### config.mk
export PLATFORM = sky130hd
export DESIGN_NAME = dmc_ram
export DESIGN_NICKNAME = d
export VERILOG_FILES = /design/src/sv/dmc_ram.sv
export SDC_FILE = /design/constraint.sdc
export NUM_CORES = 1
export LEC_CHECK = 0
export BUFFER_PORTS_ARGS = -buffer_cell sky130_fd_sc_hd__buf_2
export CAP_MARGIN = 20
export CORE_MARGIN = 3
export CORE_UTILIZATION = 58
export DETAILED_ROUTE_END_ITERATION = 10
export PLACE_DENSITY_LB_ADDON = 0.15
export SYNTH_ARGS = -nofsm -noshare
export SYNTH_HDL_FRONTEND = slang
export SYNTH_SLANG_ARGS = --single-unit
### constraint.sdc
create_clock -name clk -period 3.95 [get_ports clk]
set_input_delay 0.1975 -clock clk [delete_from_list [all_inputs] [get_ports clk]]
set_output_delay 0.1975 -clock clk [all_outputs]
set_load 0.05 [all_outputs]
### src/sv/dmc_ram.sv
// Generic single-write, single-read RAM with registered read data.
module dmc_ram #(
	parameter int WIDTH = 8,
	parameter int DEPTH = 64
) (
	input  logic                                    clk,
	input  logic                                    we,
	input  logic [((DEPTH > 1) ? $clog2(DEPTH) : 1)-1:0] waddr,
	input  logic [WIDTH-1:0]                        wdata,
	input  logic                                    re,
	input  logic [((DEPTH > 1) ? $clog2(DEPTH) : 1)-1:0] raddr,
	output logic [WIDTH-1:0]                        rdata
);

	logic [WIDTH-1:0] mem [DEPTH];

	always_ff @(posedge clk) begin
		if (we) begin
			mem[waddr] <= wdata;
		end
		if (re) begin
			rdata <= mem[raddr];
		end
	end

endmodule

==> impl_metrics.env <==
export IMPL_critPathLaunchType="input port"
export IMPL_ys_ff_latch=520
export IMPL_synth_edf_count=520
export IMPL_worstSkewPairLatency_ns=0.57
export IMPL_layout_nets=1024
export IMPL_grt_pass1_wl_um=63630
export IMPL_clk_pin_slew_ns=0.06
export IMPL_routed_wl_um=42840
export IMPL_setup_viol=0
export IMPL_grt_total_usage_pct=23.98
export IMPL_via_per_inst=6.402
export IMPL_numCtsBuffers=50
export IMPL_cts_sinks=520
export IMPL_synthArstFlopShare_pct=0
export IMPL_required_ns=4.24
export IMPL_syn_nets=963
export IMPL_antenna_found_initial=3
export IMPL_slew_headroom_pct=31.21
export IMPL_synth_top_family_by_area="multiplexers"
export IMPL_synth_compound_area_share_pct=2.064
export IMPL_hold_viol_final=0
export IMPL_num_rows=67
export IMPL_synth_fa_ha_area_share_pct=0
export IMPL_arrival_ns=2.65
export IMPL_crit_slowest_cell="a221oi_1"
export IMPL_synthSimpleGateAreaFrac_pct=3.374
export IMPL_h_tree_depth=2
export IMPL_grt_max_degree=65
export IMPL_area_growth_pct=11.18
export IMPL_synthCells=940
export IMPL_cp_max_fo=48
export IMPL_dr_pass1_iters=6
export IMPL_first_global_vias=9615
export IMPL_synth_area_per_cell_um2=21.54
export IMPL_cp_end_kind="flip-flop"
export IMPL_routabilityCongestion=0.8215
export IMPL_n_antenna_cell=0
export IMPL_rsz0062_at_grt="false"
export IMPL_grt_overflow_total=0
export IMPL_cts_root_buffer="clkbuf_16"
export IMPL_drive_above_1_share_pct=26.03
export IMPL_p_total_w=0.01109
export IMPL_synth_cell_types=39
export IMPL_synth_xor_area_share_pct=0
export IMPL_cts_tree="done"
export IMPL_p_comb_share_pct=5.3
export IMPL_die_x_um=192.8
export IMPL_post_cts_buffers=0
export IMPL_worstSetupStartpoint="raddr[0]"
export IMPL_rr_worst_depth=4
export IMPL_fin_crit_sh_pct=59.78
export IMPL_path_depth=6
export IMPL_drc=0
export IMPL_status="finished clean"
export IMPL_syn_area_um2=20250
export IMPL_worst_pin_slew_ns=1.028
export IMPL_initial_utilization_pct=59.64
export IMPL_internal_power_w=0.008776
export IMPL_hold_path_class="in -> reg"
export IMPL_final_util_pct=66.30
export IMPL_cpMostUsedCell="buf_12"
export IMPL_die_area_um2=37190
export IMPL_seqPwrFrac_pct=55.3
export IMPL_ant_nets=0
export IMPL_slew_violations=0
export IMPL_whs_ns=0.01613
export IMPL_fmax_mhz=423.5
export IMPL_switching_share_pct=20.88
export IMPL_io_pins=31
export IMPL_ys_warn_count=0
export IMPL_reg2reg_slack_ns=1.64
export IMPL_cts_buffer_depth=3
export IMPL_synthMuxAreaShare_pct=15.88
export IMPL_cpPeakStageDelay_ns=0.76
export IMPL_finalClockSkew_ns=0.01692
export IMPL_yosysSeqAreaShare_pct=77.12
export IMPL_setup_tns_ns=0
export IMPL_max_cap_violations=0
export IMPL_cts_resized=0
export IMPL_ir_drop_mv=0.3378
export IMPL_min_period_ns=2.361
export IMPL_dp_hpwl_um=25600
export IMPL_pwr_density_cell_nw_per_um2=492.7
export IMPL_switchingPower_w=0.002316
export IMPL_r2r_start="mem[47][1]"
export IMPL_crit_chain="clkbuf_8 > buf_12 > buf_12 > mux2_2 > a221oi_1 > o2bb2ai_1"
export IMPL_core_um2=33950
export IMPL_portBuffers=30
export IMPL_clkPwrFrac_pct=39.4
export IMPL_synthFlopType="edfxtp_1"
export IMPL_critical_path_class="in -> reg"
export IMPL_setup_worst_path_end="rdata[1]"
export IMPL_p_leak_nw=7.018
export IMPL_cp_top_family="buffers and inverters"
export IMPL_reg2reg_to="rdata[1]"
export IMPL_via_count=9533
export IMPL_path_buf_inv=3
export IMPL_dr_first_iter_drc_count=1012
export IMPL_die_h_um=192.8
export IMPL_wl_per_cell_um=28.77
==> registers in the layout, indices dropped and copies added (netlist names) <==
register,cells
mem,512
rdata,8
==> power groups by stage <==
| stage | logic, W | clock network [W] | registers (W) |
|---|---|---|---|
| 2_1_floorplan | 0.000326 | 0 | 0.00627 |
| 3_3_place_gp | 0.000568 | 0 | 0.00625 |
| 3_5_place_dp | 0.000574 | 0 | 0.00626 |
| 4_1_cts | 0.000575 | 0.00445 | 0.00614 |
| 5_1_grt | 0.000623 | 0.00468 | 0.00613 |
| 6_report | 0.000584 | 0.00437 | 0.00614 |
==> cells by family (layout without fill, tap and decap cells) <==
logic type | Yosys count | in the layout
buffers and inverters | 51 | 152
and+or+nand+nor | 153 | 153
AOI/OAI and AO/OA | 54 | 54
DFF | 520 | 520
muxes | 162 | 162
==> layout make-up <==
class                      count  area [um2]
clock inverter                31       151.4
fill                        2181       11440
tap                          448       560.5
clock buffer                  61        1356
sequential                   520       15620
timing repair buffer          60       510.5
multi-input combinational    369        4317
==> metrics by stage <==
step	area, um2	cells	setup slack, ns
after floorplan	20250	940	1.946
after global placement	20870	1389	0.9915
after detailed placement	20870	1389	0.9870
after CTS	22380	1481	1.554
after global routing	22510	1489	1.439
final	22510	1489	1.589
==> worst min-delay path by stage <==
| stage | start | endpoint | slack (ns) | depth (start not counted) |
|---|---|---|---|---|
| 2_1_floorplan | wdata[0] | mem[0][0] | 0.30 | 0 |
| 3_3_place_gp | re | rdata[0] | 0.61 | 1 |
| 3_5_place_dp | re | rdata[0] | 0.60 | 1 |
| 4_1_cts | re | rdata[5] | 0.007 | 1 |
| 5_1_grt | wdata[5] | mem[21][5] | 0.00004 | 1 |
| 6_report | wdata[5] | mem[21][5] | 0.02 | 1 |
==> Yosys cell counts (3+ instances only) <==
cell type    n  area share (%)
o2111ai_1    3            0.13
nand2_1     19            0.35
a221oi_1     6            0.26
nand3b_1     3            0.11
buf_6        4            0.22
o2bb2ai_1    3            0.13
mux2i_1     23             1.1
a21oi_1      3           0.074
o22ai_1      8            0.25
nand2b_1     7            0.22
a211oi_1     4            0.15
buf_1        4           0.074
nor2_1      83             1.5
mux2_2      13            0.72
buf_2       11            0.27
buf_4       13            0.48
edfxtp_1   520              77
nand3_1     13            0.32
mux4_2     126              14
a22oi_1      3            0.11
nor2b_1     14            0.43
clkbuf_1    17            0.32
o221ai_1     8            0.35
nor3_1       7            0.17
==> what timing repair did <==
action                     CTS  global route
hold endpoints to repair     0            13
hold buffers                 0             2
setup endpoints to repair    0             0
==> layout by cell type (no fill, tap or decap), drive strengths merged, types with 3 or more instances in the layout <==
| cell | instances |
|---|---|
| o2111ai | 3 |
| o2bb2ai | 3 |
| mux4 | 126 |
| clkinvlp | 3 |
| o21ai | 4 |
| edfxtp | 520 |
| nor3 | 7 |
| mux2 | 13 |
| a211oi | 4 |
| clkbuf | 62 |
| a22oi | 3 |
| nand2b | 7 |
| nor2 | 83 |
| o22ai | 8 |
| nand3b | 3 |
| nand3 | 13 |
| a221oi | 6 |
| mux2i | 23 |
| a21oi | 3 |
| buf | 57 |
| nor2b | 14 |
| nand2 | 19 |
| clkinv | 28 |
| o221ai | 8 |
==> layer usage <==
layer  share of wire [%]  GRT usage (%)
met1                  40          33.96
met5                0.11              0
met4                 3.3          7.901
met2                  48          37.39
met3                 9.0          5.995
Note: power is estimated with default switching activity, not from simulation.
